==> src/design/lppc_pkg.sv <==
`timescale 1ns / 1ps

package lppc_pkg;

	localparam int PIX_W              = 8;
	localparam int RES_W              = 11;
	localparam int COEF_W             = 16;
	localparam int FW_W               = 11;
	localparam int FH_W               = 16;
	localparam int CFG_DATA_W         = 16;
	localparam int CFG_IDX_W          = 3;
	localparam int SUM_W              = 28;
	localparam int DEF_MAX_WIDTH      = 1024;
	localparam int DEF_COEF_FRAC_BITS = 12;

	localparam logic [PIX_W-1:0]         EDGE_VALUE    = 8'd128;
	localparam logic signed [COEF_W-1:0] COEF_LEFT_RST = 16'sd4096;
	localparam logic signed [COEF_W-1:0] COEF_ZERO_RST = 16'sd0;
	localparam logic [FW_W-1:0]          FW_RST        = 11'd1024;
	localparam logic [FH_W-1:0]          FH_RST        = 16'd1;

	typedef enum logic [CFG_IDX_W-1:0] {
		REG_DECODE_MODE  = 3'd0,
		REG_COEF_LEFT    = 3'd1,
		REG_COEF_UP      = 3'd2,
		REG_COEF_UPLEFT  = 3'd3,
		REG_FRAME_WIDTH  = 3'd4,
		REG_FRAME_HEIGHT = 3'd5
	} cfg_reg_t;

	typedef struct packed {
		logic                     decode_mode;
		logic signed [COEF_W-1:0] coef_left;
		logic signed [COEF_W-1:0] coef_up;
		logic signed [COEF_W-1:0] coef_upleft;
		logic [FW_W-1:0]          frame_width;
		logic [FH_W-1:0]          frame_height;
	} cfg_t;

	typedef struct packed {
		logic col_nz;
		logic row_nz;
		logic last;
		logic same_prev;
	} pos_t;

endpackage

==> src/design/lppc_pos.sv <==
`timescale 1ns / 1ps

module lppc_pos #(
	parameter int MAX_WIDTH = lppc_pkg::DEF_MAX_WIDTH
) (
	input  logic                         clk,
	input  logic                         arst_n,
	input  logic                         accept,
	input  lppc_pkg::cfg_t               cfg,
	output logic [$clog2(MAX_WIDTH)-1:0] addr,
	output lppc_pkg::pos_t               pos
);
	import lppc_pkg::*;

	localparam int AW = $clog2(MAX_WIDTH);
	localparam int CW = (AW + 1 > FW_W) ? AW + 1 : FW_W;

	logic [AW-1:0]   col_q;
	logic [FH_W-1:0] row_q;
	logic [AW-1:0]   prev_addr_q;

	logic [CW-1:0]   fw_x;
	logic [AW:0]     w_eff;
	logic [FH_W-1:0] h_eff;
	logic [AW:0]     col_x;
	logic [AW:0]     col_next;
	logic [FH_W:0]   row_next;
	logic            last_col;
	logic            last_row;

	always_comb begin
		fw_x = CW'(cfg.frame_width);
		priority if (fw_x == '0) begin
			w_eff = (AW + 1)'(1);
		end else if (fw_x > CW'(MAX_WIDTH)) begin
			w_eff = (AW + 1)'(MAX_WIDTH);
		end else begin
			w_eff = (AW + 1)'(fw_x);
		end
		h_eff    = (cfg.frame_height == '0) ? FH_W'(1) : cfg.frame_height;
		col_x    = {1'b0, col_q};
		addr     = (col_x >= w_eff) ? AW'(w_eff - (AW + 1)'(1)) : col_q;
		col_next = col_x + (AW + 1)'(1);
		row_next = {1'b0, row_q} + (FH_W + 1)'(1);
		last_col = (col_next >= w_eff);
		last_row = (row_next >= {1'b0, h_eff});

		pos.col_nz    = (col_q != '0);
		pos.row_nz    = (row_q != '0);
		pos.last      = last_col && last_row;
		pos.same_prev = (addr == prev_addr_q);
	end

	always_ff @(posedge clk or negedge arst_n) begin
		if (!arst_n) begin
			col_q       <= '0;
			row_q       <= '0;
			prev_addr_q <= '0;
		end else if (accept) begin
			prev_addr_q <= addr;
			if (last_col) begin
				col_q <= '0;
				row_q <= last_row ? '0 : row_next[FH_W-1:0];
			end else begin
				col_q <= col_next[AW-1:0];
			end
		end
	end

	a_frame_wrap: assert property (@(posedge clk) disable iff (!arst_n)
		accept && pos.last |=> col_q == '0 && row_q == '0)
		else $error("position did not return to the frame start after the last item");

	a_col_step: assert property (@(posedge clk) disable iff (!arst_n)
		accept && !last_col |=> col_q == $past(col_q) + AW'(1) && row_q == $past(row_q))
		else $error("column did not advance by one inside a row");

endmodule

==> config.mk <==
export PLATFORM = sky130hd
export DESIGN_NAME = lppc_pos
export DESIGN_NICKNAME = d
export VERILOG_FILES = /design/src/design/lppc_pkg.sv /design/src/design/lppc_pos.sv
export SDC_FILE = /design/constraint.sdc
export NUM_CORES = 1
export LEC_CHECK = 0
export CELL_PAD_IN_SITES_DETAIL_PLACEMENT = 2
export CELL_PAD_IN_SITES_GLOBAL_PLACEMENT = 2
export CORE_ASPECT_RATIO = 0.9
export CORE_MARGIN = 2
export CORE_UTILIZATION = 40
export DETAILED_ROUTE_END_ITERATION = 7
export DONT_BUFFER_PORTS = 1
export HOLD_SLACK_MARGIN = 0.05
export PLACE_DENSITY = 0.89
export SLEW_MARGIN = 20
export SYNTH_ARGS = -nofsm -noshare
export SYNTH_HDL_FRONTEND = slang
export SYNTH_SLANG_ARGS = --single-unit
==> constraint.sdc <==
create_clock -name clk -period 13.14 [get_ports clk]
set_clock_uncertainty 0.2 [all_clocks]
set_input_delay 2.628 -clock clk [delete_from_list [all_inputs] [get_ports clk]]
set_output_delay 2.628 -clock clk [all_outputs]
set_load 0.005 [all_outputs]
==> results.yml <==
synthesis:
  ys_types: 62
  synth_fa_ha_area_frac: 0.147
  synth_area_um2: 3580
  synth_compound_area_frac: 0.218
  synth_top_area_share: 0.251
  synth_ff_type: "dfrtp_1"
  synth-xor-area-share: 0.0758
  yosysTopAreaCell: "dfrtp_1"
  syn_nets: 546
  synthSimpleGateAreaFrac: 0.204
  synth_seq_cells: 36
  synth-edff-count: 0
  ys_seq_area_frac: 0.251
  async_flop_share: 1.00
  yosys-top-cells-area: "dfrtp_1, ha_1, xnor2_1"
  synthMuxAreaShare: 0.0384
  synthCells: 425
  synth_top_family_by_area: "compound AO/OA/AOI/OAI gates"
  ys_warn_count: 0
  synth.avg_cell_area_um2: 8.43
cts:
  post_cts_buffers: 0
  clk_pin_slew_ps: 80
  cts_max_path_buffers: 2
  cts_made_buffers: 5
  cts_htree_levels: 2
  clk_latency_ps: 300
  cts_root_buf: "clkbuf_8"
  cts_tree: "built"
  clock_sinks: 36
  cts.repair.resized: 0
  hold_buffers: 0
floorplanning:
  io_pins: 93
  dieArea_um2: 9730
  fp.dieH_um: 93.8
  start_util: 0.414
  core_area_um2: 8650
  fp-row-count: 32
  die_w_um: 104
grt:
  globalRouteTotalUtil: 0.260
  grt_pass1_wl_um: 19700
  antenna_found_initial: 0
  overflow: 0
  grt_start_max_net_pins: 37
  grt_pass1_vias: 3561
layout:
  syn2layout_area_growth_pct: 4.37
  antenna_cells: 0
  nNetsFinal: 535
  drive_above_1_share: 0.0675
detailed_routing:
  vias_per_cell: 6.22
  avgRoutedWirePerCell_um: 23.2
  detail_route.wirelength_um: 12400
  drc_errors: 0
  ant_nets: 0
  vias: 3319
  drtPass1Iterations: 4
  drt_iter0_markers: 142
timing:
  slew_viol_final: 0
  worst_pin_slew_ps: 828
  post-route-period-util: 0.693
  hold_viol_final: 0
  maxSlewHeadroom: 0.446
  max_freq_mhz: 110
  hold_slack_ps: 332
  setup_viol_count_final: 0
  setup_tns_ps: 0
  rsz0062_at_grt: "false"
  period_needed_ps: 9110
critical_path:
  worstSetupPathType: "primary input to primary output"
  cp-end-kind: "primary output"
  start_kind: "primary input"
  crit_required_ps: 10310
  cp.arrival_ps: 6280
  path_max_fanout: 23
  r2r_slack_ps: 8450
placement:
  port_buffers: 0
  gp_congestion: 0.882
  hpwl_um: 9390
pwr:
  p_leak_nw: 1.71
  p_per_area_nw_per_um2: 157
  peakVddDrop_mv: 0.0541
run:
  drv_cap: 0
min_path:
  hp-class: "flip-flop to flip-flop"
status:
  outcome: "completed"
==> cell type report <==
cell class / count / area (um^2)
inverter: 35 / 134
sequential: 36 / 901
clock inverter: 2 / 35.0
fill: 1000 / 4910
tap: 119 / 149
clock buffer: 6 / 72.6
multi-input combinational: 336 / 2450
==> Yosys cell counts (3+ instances only) <==
library cell	count
nor4_1	9
ha_1	42
clkbuf_1	12
nor3_1	6
and3_1	9
a21o_1	4
or3_1	3
xor2_1	12
nor2b_1	6
dfrtp_1	36
nor2_1	25
nand4_1	7
o22ai_1	5
and2_1	3
o21ai_1	5
mux2_2	4
a22o_1	14
nand3_1	15
o21ai_0	30
o21a_1	7
inv_1	34
nand2_1	39
xnor2_1	19
a21oi_1	19
o2bb2ai_1	3
mux2i_1	5
==> cell families (layout without fill, tap and decap cells) <==
family | after synthesis | after routing
flip-flops | 36 | 36
AO/OA/AOI/OAI | 113 | 113
XOR/XNOR | 31 | 31
multiplexers | 12 | 12
adder cells (fa/ha/maj) | 42 | 42
AND/OR/NAND/NOR | 138 | 138
buffers and inverters | 53 | 43
==> placed cells by master, fill, tap and decap left out, types with 3 or more instances in the layout <==
master	synthesis	layout
xnor2_1	19	19
nand3_1	15	15
inv_1	34	34
o21ai_1	5	5
nor4_1	9	9
nand2_1	39	39
o21ai_0	30	30
nor3_1	6	6
dfrtp_1	36	36
ha_1	42	42
xor2_1	12	12
and2_1	3	3
nor2b_1	6	6
clkbuf_8	0	5
o21a_1	7	7
a22o_1	14	14
and3_1	9	9
o2bb2ai_1	3	3
nand4_1	7	7
a21oi_1	19	19
nor2_1	25	25
or3_1	3	3
mux2i_1	5	5
o22ai_1	5	5
a21o_1	4	4
mux2_2	4	4
==> stage by stage <==
stage	setup WS, ps	area (um^2)	util	cells	total power, mW
2_1_floorplan	5210	3580	-	425	0.392
5_1_grt	3720	3740	0.432	534	0.625
4_1_cts	4000	3740	0.432	534	0.588
3_5_place_dp	4160	3630	0.420	526	0.480
6_report	4030	3740	0.432	534	0.587
3_3_place_gp	4340	3630	0.420	526	0.446
==> final timing paths <==
| path | cells past startpoint | start | to |
|---|---|---|---|
| setup / recovery | 12 | cfg[22] | pos[0] |
| hold / removal | 1 | prev_addr_q[2] | prev_addr_q[2] |
| setup reg to reg | 15 | row_q[2] | row_q[10] |
| hold reg to reg | 1 | prev_addr_q[2] | prev_addr_q[2] |
| max in group asynchronous | 0 | arst_n | col_q[7] |
| min in group asynchronous | 0 | arst_n | prev_addr_q[8] |
==> worst max-delay path: stages <==
cell	delay, ps
nor4_2	410
a31oi_1	160
nor2_1	340
ha_1	210
nor2b_1	70
o21ai_1	220
nand4_1	210
a41oi_4	760
mux2i_1	550
xor2_1	170
nor4_1	290
and4b_1	260
==> sequential cells by signal, indices dropped and copies added (netlist names) <==
register	count
prev_addr_q	10
row_q	16
col_q	10
==> layer usage <==
| layer | up-vias | track usage | wire length (um) |
|---|---|---|---|
| li1 | 1508 | - | - |
| met1 | 1721 | 0.338 | 5520 |
| met2 | 71 | 0.455 | 6130 |
| met3 | 19 | 0.0416 | 563 |
| met4 | 0 | 0.0608 | 197 |
| met5 | - | 0 | 0 |
==> power by group <==
part / internal (mW) / total [mW] / switching (mW)
sequential: 0.137 / 0.186 / 0.0487
combinational: 0.123 / 0.299 / 0.176
clock: 0.0564 / 0.103 / 0.0464
total: 0.317 / 0.587 / 0.271
No activity file was read; power rests on OpenSTA's default activity.
