===== src/design/lppc_pkg.sv =====
`timescale 1ns / 1ps

package lppc_pkg;

	localparam int PIX_W              = 8;
	localparam int RES_W              = 11;
	localparam int COEF_W             = 16;
	localparam int FW_W               = 11;
	localparam int FH_W               = 16;
	localparam int CFG_DATA_W         = 16;
	localparam int CFG_IDX_W          = 3;
	localparam int SUM_W              = 28;
	localparam int DEF_MAX_WIDTH      = 1024;
	localparam int DEF_COEF_FRAC_BITS = 12;

	localparam logic [PIX_W-1:0]         EDGE_VALUE    = 8'd128;
	localparam logic signed [COEF_W-1:0] COEF_LEFT_RST = 16'sd4096;
	localparam logic signed [COEF_W-1:0] COEF_ZERO_RST = 16'sd0;
	localparam logic [FW_W-1:0]          FW_RST        = 11'd1024;
	localparam logic [FH_W-1:0]          FH_RST        = 16'd1;

	typedef enum logic [CFG_IDX_W-1:0] {
		REG_DECODE_MODE  = 3'd0,
		REG_COEF_LEFT    = 3'd1,
		REG_COEF_UP      = 3'd2,
		REG_COEF_UPLEFT  = 3'd3,
		REG_FRAME_WIDTH  = 3'd4,
		REG_FRAME_HEIGHT = 3'd5
	} cfg_reg_t;

	typedef struct packed {
		logic                     decode_mode;
		logic signed [COEF_W-1:0] coef_left;
		logic signed [COEF_W-1:0] coef_up;
		logic signed [COEF_W-1:0] coef_upleft;
		logic [FW_W-1:0]          frame_width;
		logic [FH_W-1:0]          frame_height;
	} cfg_t;

	typedef struct packed {
		logic col_nz;
		logic row_nz;
		logic last;
		logic same_prev;
	} pos_t;

endpackage


===== src/design/lppc_cfg.sv =====
`timescale 1ns / 1ps

module lppc_cfg (
	input  logic                             clk,
	input  logic                             arst_n,
	input  logic                             cfg_write,
	input  logic [lppc_pkg::CFG_IDX_W-1:0]   cfg_index,
	input  logic [lppc_pkg::CFG_DATA_W-1:0]  cfg_data,
	output lppc_pkg::cfg_t                   cfg
);
	import lppc_pkg::*;

	cfg_t cfg_q;

	always_ff @(posedge clk or negedge arst_n) begin
		if (!arst_n) begin
			cfg_q.decode_mode  <= 1'b0;
			cfg_q.coef_left    <= COEF_LEFT_RST;
			cfg_q.coef_up      <= COEF_ZERO_RST;
			cfg_q.coef_upleft  <= COEF_ZERO_RST;
			cfg_q.frame_width  <= FW_RST;
			cfg_q.frame_height <= FH_RST;
		end else if (cfg_write) begin
			unique case (cfg_reg_t'(cfg_index))
				REG_DECODE_MODE:  cfg_q.decode_mode  <= cfg_data[0];
				REG_COEF_LEFT:    cfg_q.coef_left    <= cfg_data;
				REG_COEF_UP:      cfg_q.coef_up      <= cfg_data;
				REG_COEF_UPLEFT:  cfg_q.coef_upleft  <= cfg_data;
				REG_FRAME_WIDTH:  cfg_q.frame_width  <= cfg_data[FW_W-1:0];
				REG_FRAME_HEIGHT: cfg_q.frame_height <= cfg_data[FH_W-1:0];
				default: ;
			endcase
		end
	end

	assign cfg = cfg_q;

endmodule


===== config.mk =====
export PLATFORM = sky130hd
export DESIGN_NAME = lppc_cfg
export DESIGN_NICKNAME = d
export VERILOG_FILES = /design/src/design/lppc_pkg.sv /design/src/design/lppc_cfg.sv
export SDC_FILE = /design/constraint.sdc
export NUM_CORES = 1
export LEC_CHECK = 0
export ABC_CLOCK_PERIOD_IN_PS = 800
export BUFFER_PORTS_ARGS = -buffer_cell sky130_fd_sc_hd__buf_4
export CAP_MARGIN = 20
export CELL_PAD_IN_SITES_DETAIL_PLACEMENT = 1
export CELL_PAD_IN_SITES_GLOBAL_PLACEMENT = 2
export CORE_MARGIN = 2
export CORE_UTILIZATION = 33
export CTS_BUF_LIST = sky130_fd_sc_hd__clkbuf_4 sky130_fd_sc_hd__clkbuf_8
export DETAILED_ROUTE_END_ITERATION = 10
export PLACE_DENSITY_LB_ADDON = 0.08
export SKIP_CTS_REPAIR_TIMING = 1
export SLEW_MARGIN = 40
export SYNTH_ARGS = -nofsm -noshare
export SYNTH_HDL_FRONTEND = slang
export SYNTH_SLANG_ARGS = --single-unit

===== constraint.sdc =====
create_clock -name clk -period 0.8 [get_ports clk]
set_input_delay 0 -clock clk [delete_from_list [all_inputs] [get_ports clk]]
set_output_delay 0 -clock clk [all_outputs]
set_load 0.01 [all_outputs]

==> load_flow_metrics.sql, run 1 <==
INSERT INTO impl_metrics (metric_group, metric, value, unit) VALUES
('run_status', 'run_status', 'finished with violations', ''),
('run_status', 'failing_checks', 'negative setup slack', ''),
('sta', 'max_freq', '1010', 'MHz'),
('grt', 'grt_first_pass_wirelength', '11300', 'um'),
('place', 'final_hpwl_dp', '5120', 'um'),
('route', 'drt_iter0_markers', '42', ''),
('synthesis', 'synth.cell_area', '0.00301', 'sq mm'),
('sta', 'skew', '0', 'ns'),
('synthesis', 'synth_nets', '187', ''),
('synthesis', 'synth_enable_flop_cells', '0', ''),
('synthesis', 'synth.yosys.seq_area_share', '63.3', '%'),
('route', 'num_vias', '1984', ''),
('cts', 'numClockSinks', '76', ''),
('sta', 'layout_min_cycle_time', '0.987', 'ns'),
('sta', 'hold_viol', '0', ''),
('synthesis', 'synthesis.area_per_instance', '18.2', 'sq um'),
('route', 'post-route-drc-count', '0', ''),
('route', 'antenna_violating_nets_post_route', '0', ''),
('floorplan', 'die_x', '99.5', 'um'),
('synthesis', 'synth_top_area_share', '60.7', '%'),
('setup_path', 'worstPathMaxFanout', '2', ''),
('synthesis', 'synth.ff_latch_count', '76', ''),
('cells_and_area', 'layout-drive-gt1-share', '70.8', '%'),
('cts', 'clock_tree_root', 'clkbuf_8', ''),
('route', 'wl_per_cell', '17.5', 'um'),
('route', 'detail_route.first_pass.iterations', '4', ''),
('synthesis', 'syn-instance-count', '165', ''),
('route', 'vias_per_cell', '4.66', ''),
('sta', 'final.period_utilization', '123', '%'),
('route', 'wirelength', '7440', 'um'),
('setup_path', 'family_with_the_most_delay_on_the_worst_path', 'flip-flops', ''),
('place', 'numPortBuffers', '97', ''),
('cts', 'clk-insertion-delay-late', '0.33', 'ns'),
('setup_path', 'timing.critical_path.slowest_cell_delay', '0.55', 'ns'),
('cts', 'clock_tree.htree_level_count', '3', ''),
('sta', 'timing.hold.ws', '0.0645', 'ns'),
('synthesis', 'synth_top_cells_by_count', '73 x dfrtp_1, 56 x mux2_2, 20 x mux2_4', ''),
('pwr', 'powerDensity', '2590', 'mW/mm^2'),
('grt', 'number_of_global_route_vias_before_repair', '1948', ''),
('place', 'dpl_cell_area', '0.00409', 'sq mm'),
('cells_and_area', 'post-route-cell-area', '0.00486', 'sq mm'),
('cells_and_area', 'largest_register_ffs', '76', ''),
('cells_and_area', 'final_cells', '426', ''),
('floorplan', 'die-height', '99.5', 'um'),
('grt', 'gr-total-overflow', '0', ''),
('sta', 'timing.slew.headroom', '78.2', '%'),
('cells_and_area', 'antenna_cells', '0', ''),
('synthesis', 'synthFlopType', 'dfrtp_1', ''),
('floorplan', 'floorplan.rows', '34', ''),
('cells_and_area', 'post-route-util', '55.5', '%'),
('sta', 'final_critical_path_setup_slack', '-0.187', 'ns'),
('pwr', 'ir_worst_vdd', '0.973', 'mV'),
('setup_path', 'worstPathArrival', '0.99', 'ns'),
('synthesis', 'synth.yosys.warnings', '0', ''),
('sta', 'setup_repair_after_global_routing_missed_its_margin', 'true', ''),
('setup_path', 'crit_buf_inv', '1', ''),
('cells_and_area', 'flow.area_growth_from_synthesis', '61.6', '%'),
('run', 'cap_violations', '0', ''),
('floorplan', 'core_region_area', '0.00876', 'sq mm'),
('synthesis', 'synth_cell_type_count', '10', ''),
('grt', 'grt_antenna_before_repair', '0', ''),
('sta', 'setup_violations', '85', ''),
('floorplan', 'start_util', '34.3', '%'),
('synthesis', 'synth.most_common_cell', 'dfrtp_1', ''),
('floorplan', 'die_area', '0.00990', 'sq mm'),
('cts', 'clkSlewWorstSetupHoldPaths', '0.08', 'ns'),
('min_path', 'worst_hold_path_type', 'in -> reg', ''),
('pwr', 'power.static_leakage', '2.31', 'nW'),
('grt', 'globalRouteTotalUtil', '15.0', '%'),
('floorplan', 'io_pins', '98', ''),
('sta', 'worst-slew-pin-transition', '0.323', 'ns');
-- kinds of logic (layout without fill, tap and decap cells) --
kind of cell	count (synthesis)	after routing	synth area share, %
AND/OR/NAND/NOR	6	6	2.54
multiplexers	76	76	30.9
flip-flops	76	76	63.3
buffers and inverters	7	160	3.20
-- metrics by stage --
step,TNS (ns),worst slack [ns]
after floorplan,-3.86,-0.136
after CTS,-7.52,-0.224
after global placement,-18.13,-0.317
final,-5.79,-0.187
after detailed placement,-19.16,-0.337
after global routing,-9.54,-0.234
-- where the power goes --
group	switching [mW]	total, mW	internal (mW)
Combinational	1.28	4.05	2.77
Sequential	0.638	5.36	4.72
Clock	1.41	3.20	1.79
-- area by class of cell --
cell class | count | area [sq um]
fill | 836 | 3900
multi-input combinational | 82 | 1070
timing repair buffer | 144 | 1530
clock buffer | 10 | 131
sequential | 76 | 1910
tap | 108 | 135
clock inverter | 6 | 88.8
-- final timing paths --
check | start | to | slack (ns) | depth (start not counted)
max in group asynchronous | arst_n | cfg[0] | 0.24 | 3
min in group asynchronous | arst_n | cfg[41] | 0.09 | 2
hold / removal | cfg_index[0] | cfg[75] | 0.06 | 3
hold reg to reg | cfg[39] | cfg[39] | 0.53 | 1
setup reg to reg | cfg[68] | cfg[68] | -0.12 | 2
setup / recovery | cfg[71] | cfg[71] | -0.19 | 1
-- cell usage in the layout (no fill, tap or decap) --
master / Yosys / final
and4bb_1: 2 / 2
and4bb_2: 1 / 1
buf_12: 2 / 8
buf_4: 0 / 38
buf_6: 5 / 81
bufinv_16: 0 / 2
clkbuf_4: 0 / 1
clkbuf_8: 0 / 9
clkinv_2: 0 / 1
clkinv_4: 0 / 1
clkinvlp_4: 0 / 2
dfrtp_1: 73 / 73
dfstp_2: 3 / 3
dlygate4sd3_1: 0 / 17
mux2_2: 56 / 43
mux2_4: 20 / 33
nand4b_4: 0 / 2
nor4b_1: 1 / 1
-- routing by layer --
layer  up-vias  track usage, %  share of wire, %
li1        894               -                 -
met5         -               0                 0
met3         6            4.01               5.9
met4         0            5.06               1.1
met1      1022            21.5                46
met2        62            22.2                47
No activity file was read; power rests on OpenSTA's default activity.
==> run 2, diff against run 1 <==
--- a/config.mk
+++ b/config.mk
@@ -13,8 +13,10 @@
 export CORE_MARGIN = 2
 export CORE_UTILIZATION = 33
 export CTS_BUF_LIST = sky130_fd_sc_hd__clkbuf_4 sky130_fd_sc_hd__clkbuf_8
+export CTS_CLUSTER_SIZE = 14
 export DETAILED_ROUTE_END_ITERATION = 10
 export PLACE_DENSITY_LB_ADDON = 0.08
+export SETUP_SLACK_MARGIN = 0.2
 export SKIP_CTS_REPAIR_TIMING = 1
 export SLEW_MARGIN = 40
 export SYNTH_ARGS = -nofsm -noshare
==> load_flow_metrics.sql, run 2 (same netlist as run 1, synthesis figures left out) <==
INSERT INTO impl_metrics (metric_group, metric, value, unit) VALUES
('place', 'final_wtd_congestion', '0.673', ''),
('cells_and_area', 'mostFrequentLayoutCell', 'buf_6', ''),
('cells_and_area', 'antenna_cells', '0', ''),
('place', 'worst_setup_slack_after_placement', '-0.311', 'ns'),
('grt', 'grt_antenna_before_repair', '0', ''),
('place', 'numPortBuffers', '97', ''),
('sta', 'final.period_utilization', '124', '%'),
('sta', 'setup_repair_after_global_routing_missed_its_margin', 'true', ''),
('floorplan', 'floorplan.rows', '34', ''),
('sta', 'setup_violations', '98', ''),
('sta', 'final_critical_path_setup_slack', '-0.195', 'ns'),
('floorplan', 'core_region_area', '0.00876', 'sq mm'),
('setup_path', 'critPathCaptureType', 'primary output', ''),
('setup_path', 'worstPathMaxFanout', '2', ''),
('cts', 'clock_buffers_created_by_tritoncts', '9', ''),
('min_path', 'worst_hold_path_type', 'in -> async', ''),
('cts', 'clock_tree.htree_level_count', '3', ''),
('route', 'antenna_violating_nets_post_route', '0', ''),
('floorplan', 'io_pins', '98', ''),
('cells_and_area', 'post-route-util', '56.1', '%'),
('sta', 'timing.slew.headroom', '81.6', '%'),
('grt', 'grt_start_max_net_pins', '26', ''),
('floorplan', 'die_x', '99.5', 'um'),
('route', 'wl_per_cell', '17.6', 'um'),
('pwr', 'power.static_leakage', '2.42', 'nW'),
('cells_and_area', 'flow.area_growth_from_synthesis', '63.4', '%'),
('setup_path', 'crit_slowest_cell', 'dfstp_2', ''),
('sta', 'worst-slew-pin-transition', '0.276', 'ns'),
('route', 'wirelength', '7430', 'um'),
('cts', 'largest_buffer_count_on_any_clock_path', '2', ''),
('cells_and_area', 'largest_register_ffs', '76', ''),
('route', 'vias_per_cell', '4.64', ''),
('setup_path', 'family_with_the_most_delay_on_the_worst_path', 'flip-flops', ''),
('cts', 'cts_tree', 'done', ''),
('setup_path', 'critical_path.startpoint_type', 'register', ''),
('route', 'post-route-drc-count', '0', ''),
('cells_and_area', 'num-nets-final', '330', ''),
('run_status', 'run_status', 'finished with violations', ''),
('floorplan', 'start_util', '34.3', '%'),
('floorplan', 'die-height', '99.5', 'um'),
('setup_path', 'crit_type', 'reg -> out', ''),
('cells_and_area', 'final_cell_mix', '89 x buf_6, 73 x dfrtp_1, 55 x mux2_4, 41 x buf_4, 21 x mux2_2', ''),
('sta', 'timing.hold.ws', '-0.481', 'ns'),
('setup_path', 'crit_chain', 'buf_6', ''),
('cts', 'clock_tree_root', 'clkbuf_8', ''),
('floorplan', 'die_area', '0.00990', 'sq mm'),
('cells_and_area', 'layout-drive-gt1-share', '76.0', '%'),
('grt', 'grt_first_pass_wirelength', '11200', 'um'),
('setup_path', 'worstPathArrival', '1.00', 'ns'),
('pwr', 'ir_worst_vdd', '1.09', 'mV'),
('grt', 'number_of_global_route_vias_before_repair', '1942', ''),
('sta', 'max_freq', '1000', 'MHz'),
('cts', 'clkSlewWorstSetupHoldPaths', '0.08', 'ns'),
('sta', 'skew', '0', 'ns'),
('grt', 'gr-total-overflow', '0', ''),
('setup_path', 'crit_buf_inv', '1', ''),
('sta', 'layout_min_cycle_time', '0.995', 'ns'),
('pwr', 'powerDensity', '2650', 'mW/mm^2'),
('place', 'final_hpwl_dp', '5090', 'um'),
('setup_path', 'worst_ep_required_time', '0.80', 'ns'),
('setup_path', 'timing.critical_path.slowest_cell_delay', '0.55', 'ns'),
('sta', 'timing.final.max_slew_violations', '0', ''),
('run_status', 'failing_checks', 'negative hold slack, negative setup slack', ''),
('route', 'num_vias', '1952', ''),
('route', 'detail_route.first_pass.iterations', '6', ''),
('route', 'drt_iter0_markers', '35', ''),
('grt', 'globalRouteTotalUtil', '14.9', '%'),
('run', 'cap_violations', '0', ''),
('cts', 'clk-insertion-delay-late', '0.35', 'ns'),
('sta', 'hold_viol', '151', ''),
('cts', 'numClockSinks', '76', '');
## run 2: routing by layer
layer / track usage (%) / up-vias / part of all wire [%] / routed length, um
met3: 5.20 / 9 / 6.7 / 494
li1: - / 874 / - / -
met2: 20.8 / 64 / 45 / 3350
met1: 22.1 / 1005 / 47 / 3500
met4: 4.11 / 0 / 1.1 / 81
met5: 0 / - / 0 / 0
## run 2: final timing paths
kind / start / end / slack [ns] / cells past startpoint
min in group clk: cfg_data[14] / cfg[57] / -0.09 / 2
setup / recovery: cfg[26] / cfg[26] / -0.20 / 1
hold / removal: arst_n / cfg[11] / -0.48 / 1
hold reg to reg: cfg[12] / cfg[12] / 0.53 / 1
max in group asynchronous: arst_n / cfg[26] / 0.78 / 2
setup reg to reg: cfg[53] / cfg[53] / -0.10 / 2
## run 2: where the power goes
| group | switching, mW | total, mW | internal (mW) |
|---|---|---|---|
| clock | 1.45 | 3.29 | 1.84 |
| combinational | 1.33 | 4.34 | 3.02 |
| sequential | 0.662 | 5.38 | 4.72 |
## run 2: final cells by class
class,instances,area (sq um)
timing repair buffer,139,1490
sequential,76,1910
tap,108,135
multi-input combinational,82,1160
clock inverter,5,85.1
fill,832,3850
clock buffer,11,139
## run 2: through the flow
stage	instance area, sq um	hold slack, ns	std cells	power, mW	TNS [ns]
6_report	4920	-0.481	421	13.0	-7.66
5_1_grt	4920	-0.492	421	13.7	-11.42
4_1_cts	4370	-0.479	399	12.0	-7.42
3_5_place_dp	4150	-0.0979	383	8.62	-19.03
3_3_place_gp	4150	-0.104	383	8.57	-18.32
2_1_floorplan	3120	-0.296	165	6.71	-4.11
==> run 3, diff against run 2 <==
--- a/config.mk
+++ b/config.mk
@@ -6,15 +6,15 @@
 export NUM_CORES = 1
 export LEC_CHECK = 0
 export ABC_CLOCK_PERIOD_IN_PS = 800
-export BUFFER_PORTS_ARGS = -buffer_cell sky130_fd_sc_hd__buf_4
 export CAP_MARGIN = 20
 export CELL_PAD_IN_SITES_DETAIL_PLACEMENT = 1
 export CELL_PAD_IN_SITES_GLOBAL_PLACEMENT = 2
-export CORE_MARGIN = 2
-export CORE_UTILIZATION = 33
+export CORE_MARGIN = 5
+export CORE_UTILIZATION = 40
 export CTS_BUF_LIST = sky130_fd_sc_hd__clkbuf_4 sky130_fd_sc_hd__clkbuf_8
 export CTS_CLUSTER_SIZE = 14
 export DETAILED_ROUTE_END_ITERATION = 10
+export DONT_BUFFER_PORTS = 1
 export PLACE_DENSITY_LB_ADDON = 0.08
 export SETUP_SLACK_MARGIN = 0.2
 export SKIP_CTS_REPAIR_TIMING = 1
==> load_flow_metrics.sql, run 3 (same netlist as run 1, synthesis figures left out) <==
INSERT INTO impl_metrics (metric_group, metric, value, unit) VALUES
('grt', 'number_of_global_route_vias_before_repair', '2037', ''),
('grt', 'globalRouteTotalUtil', '15.5', '%'),
('cts', 'clk-insertion-delay-late', '0.33', 'ns'),
('cts', 'clock_tree.htree_level_count', '3', ''),
('place', 'worst_setup_slack_after_placement', '-0.172', 'ns'),
('setup_path', 'worst_ep_required_time', '0.80', 'ns'),
('grt', 'gr-total-overflow', '0', ''),
('place', 'final_wtd_congestion', '0.660', ''),
('cells_and_area', 'final_cells', '366', ''),
('setup_path', 'crit_chain', 'buf_6', ''),
('cts', 'clock_buffers_created_by_tritoncts', '9', ''),
('cts', 'cts_tree', 'done', ''),
('route', 'post-route-drc-count', '0', ''),
('cts', 'clock_tree_root', 'clkbuf_8', ''),
('sta', 'layout_min_cycle_time', '1.00', 'ns'),
('cts', 'largest_buffer_count_on_any_clock_path', '2', ''),
('setup_path', 'crit_buf_inv', '1', ''),
('pwr', 'ir_worst_vdd', '1.63', 'mV'),
('setup_path', 'worstPathArrival', '1.00', 'ns'),
('pwr', 'powerDensity', '2750', 'mW/mm^2'),
('cells_and_area', 'mostFrequentLayoutCell', 'buf_6', ''),
('cells_and_area', 'layout-drive-gt1-share', '68.9', '%'),
('floorplan', 'floorplan.rows', '31', ''),
('run_status', 'run_status', 'finished with violations', ''),
('place', 'dpl_cell_area', '0.00382', 'sq mm'),
('grt', 'grt_antenna_before_repair', '0', ''),
('sta', 'skew', '0', 'ns'),
('cts', 'numClockSinks', '76', ''),
('cells_and_area', 'num-nets-final', '285', ''),
('sta', 'worst-slew-pin-transition', '0.243', 'ns'),
('cells_and_area', 'largest_register_ffs', '76', ''),
('route', 'detail_route.first_pass.iterations', '4', ''),
('route', 'drt_iter0_markers', '33', ''),
('floorplan', 'core_region_area', '0.00729', 'sq mm'),
('run_status', 'failing_checks', 'negative hold slack, negative setup slack', ''),
('floorplan', 'start_util', '41.3', '%'),
('place', 'final_hpwl_dp', '5050', 'um'),
('cells_and_area', 'antenna_cells', '0', ''),
('place', 'post-place-cells', '340', ''),
('floorplan', 'die_area', '0.00936', 'sq mm'),
('setup_path', 'crit_slowest_cell', 'dfstp_2', ''),
('route', 'num_vias', '1791', ''),
('floorplan', 'io_pins', '98', ''),
('cells_and_area', 'final_cell_mix', '80 x buf_6, 73 x dfrtp_1, 62 x mux2_4, 14 x mux2_2, 9 x clkbuf_8', ''),
('sta', 'timing.hold.ws', '-0.649', 'ns'),
('sta', 'setup_violations', '84', ''),
('setup_path', 'worstPathMaxFanout', '2', ''),
('sta', 'timing.slew.headroom', '83.8', '%'),
('sta', 'hold_viol', '116', ''),
('pwr', 'power', '12.4', 'mW'),
('route', 'antenna_violating_nets_post_route', '0', ''),
('floorplan', 'die_x', '96.7', 'um'),
('cells_and_area', 'post-route-cell-area', '0.00451', 'sq mm'),
('sta', 'timing.final.max_slew_violations', '0', ''),
('floorplan', 'die-height', '96.7', 'um'),
('sta', 'final_critical_path_setup_slack', '-0.204', 'ns'),
('cts', 'clkSlewWorstSetupHoldPaths', '0.08', 'ns'),
('setup_path', 'timing.critical_path.slowest_cell_delay', '0.57', 'ns'),
('pwr', 'power.static_leakage', '2.20', 'nW'),
('setup_path', 'crit_type', 'reg -> out', ''),
('setup_path', 'critPathCaptureType', 'primary output', ''),
('grt', 'grt_first_pass_wirelength', '11400', 'um'),
('cells_and_area', 'count_of_fill_cells_added_during_filler_insertion', '687', ''),
('run', 'cap_violations', '0', ''),
('route', 'vias_per_cell', '4.89', ''),
('cells_and_area', 'flow.area_growth_from_synthesis', '49.7', '%'),
('sta', 'setup_repair_after_global_routing_missed_its_margin', 'true', ''),
('route', 'wl_per_cell', '20.7', 'um'),
('setup_path', 'critical_path.startpoint_type', 'register', ''),
('grt', 'grt_start_max_net_pins', '77', ''),
('sta', 'final.period_utilization', '125', '%'),
('sta', 'max_freq', '996', 'MHz'),
('setup_path', 'family_with_the_most_delay_on_the_worst_path', 'flip-flops', ''),
('route', 'wirelength', '7580', 'um'),
('place', 'numPortBuffers', '0', ''),
('min_path', 'worst_hold_path_type', 'in -> async', '');
run 3: cell types whose count changed in the layout (fill, tap and decap cells not counted), sizes merged:
cell / previous run / this run
buf: 139 / 86
clkinv: 1 / 3
clkinvlp: 1 / 0
clkbuf: 11 / 9
dlygate4sd3: 0 / 8
run 3: power breakdown:
group / internal (mW) / switching, mW / total [mW]
clock network: 1.75 / 1.39 / 3.14
registers: 4.72 / 0.726 / 5.45
logic: 2.67 / 1.14 / 3.81
total: 9.13 / 3.26 / 12.4
run 3: path summary, 6_finish.rpt:
| path | startpoint | depth (start not counted) | to | slack [ns] |
|---|---|---|---|---|
| min | arst_n | 0 | cfg[10] | -0.65 |
| max | cfg[71] | 1 | cfg[71] | -0.20 |
| min in group clk | cfg_data[4] | 1 | cfg[20] | -0.19 |
| max reg2reg | cfg[30] | 2 | cfg[30] | -0.10 |
| max in group asynchronous | arst_n | 0 | cfg[26] | 1.26 |
| min reg2reg | cfg[62] | 1 | cfg[62] | 0.54 |
run 3: routing by layer:
layer	up-vias	GRT usage [%]	wire, um
met5	-	0	0
met3	6	6.26	525
met4	0	6.05	59
met2	65	25.0	3780
met1	936	18.7	3220
li1	784	-	-
run 3: area by class of cell:
type                       count  area [sq um]  area share [%]
clock buffer                   9           124            2.75
timing repair buffer          94          1080            23.9
clock inverter                 6          87.6            1.94
sequential                    76          1910            42.3
tap                           99           124            2.75
multi-input combinational     82          1190            26.4
run 3: stage by stage:
step / util, % / setup TNS, ns
after floorplan: - / -4.11
after global placement: 52.4 / -5.22
after detailed placement: 52.4 / -5.42
after CTS: 55.3 / -7.59
after global routing: 61.8 / -9.15
final: 61.8 / -5.67
run 3: worst register-to-register path, delay by kind of cell (launching register included):
kind | cells | cell delay [ns]
buf+inv | 1 | 0.12
flops | 1 | 0.42
mux | 1 | 0.25
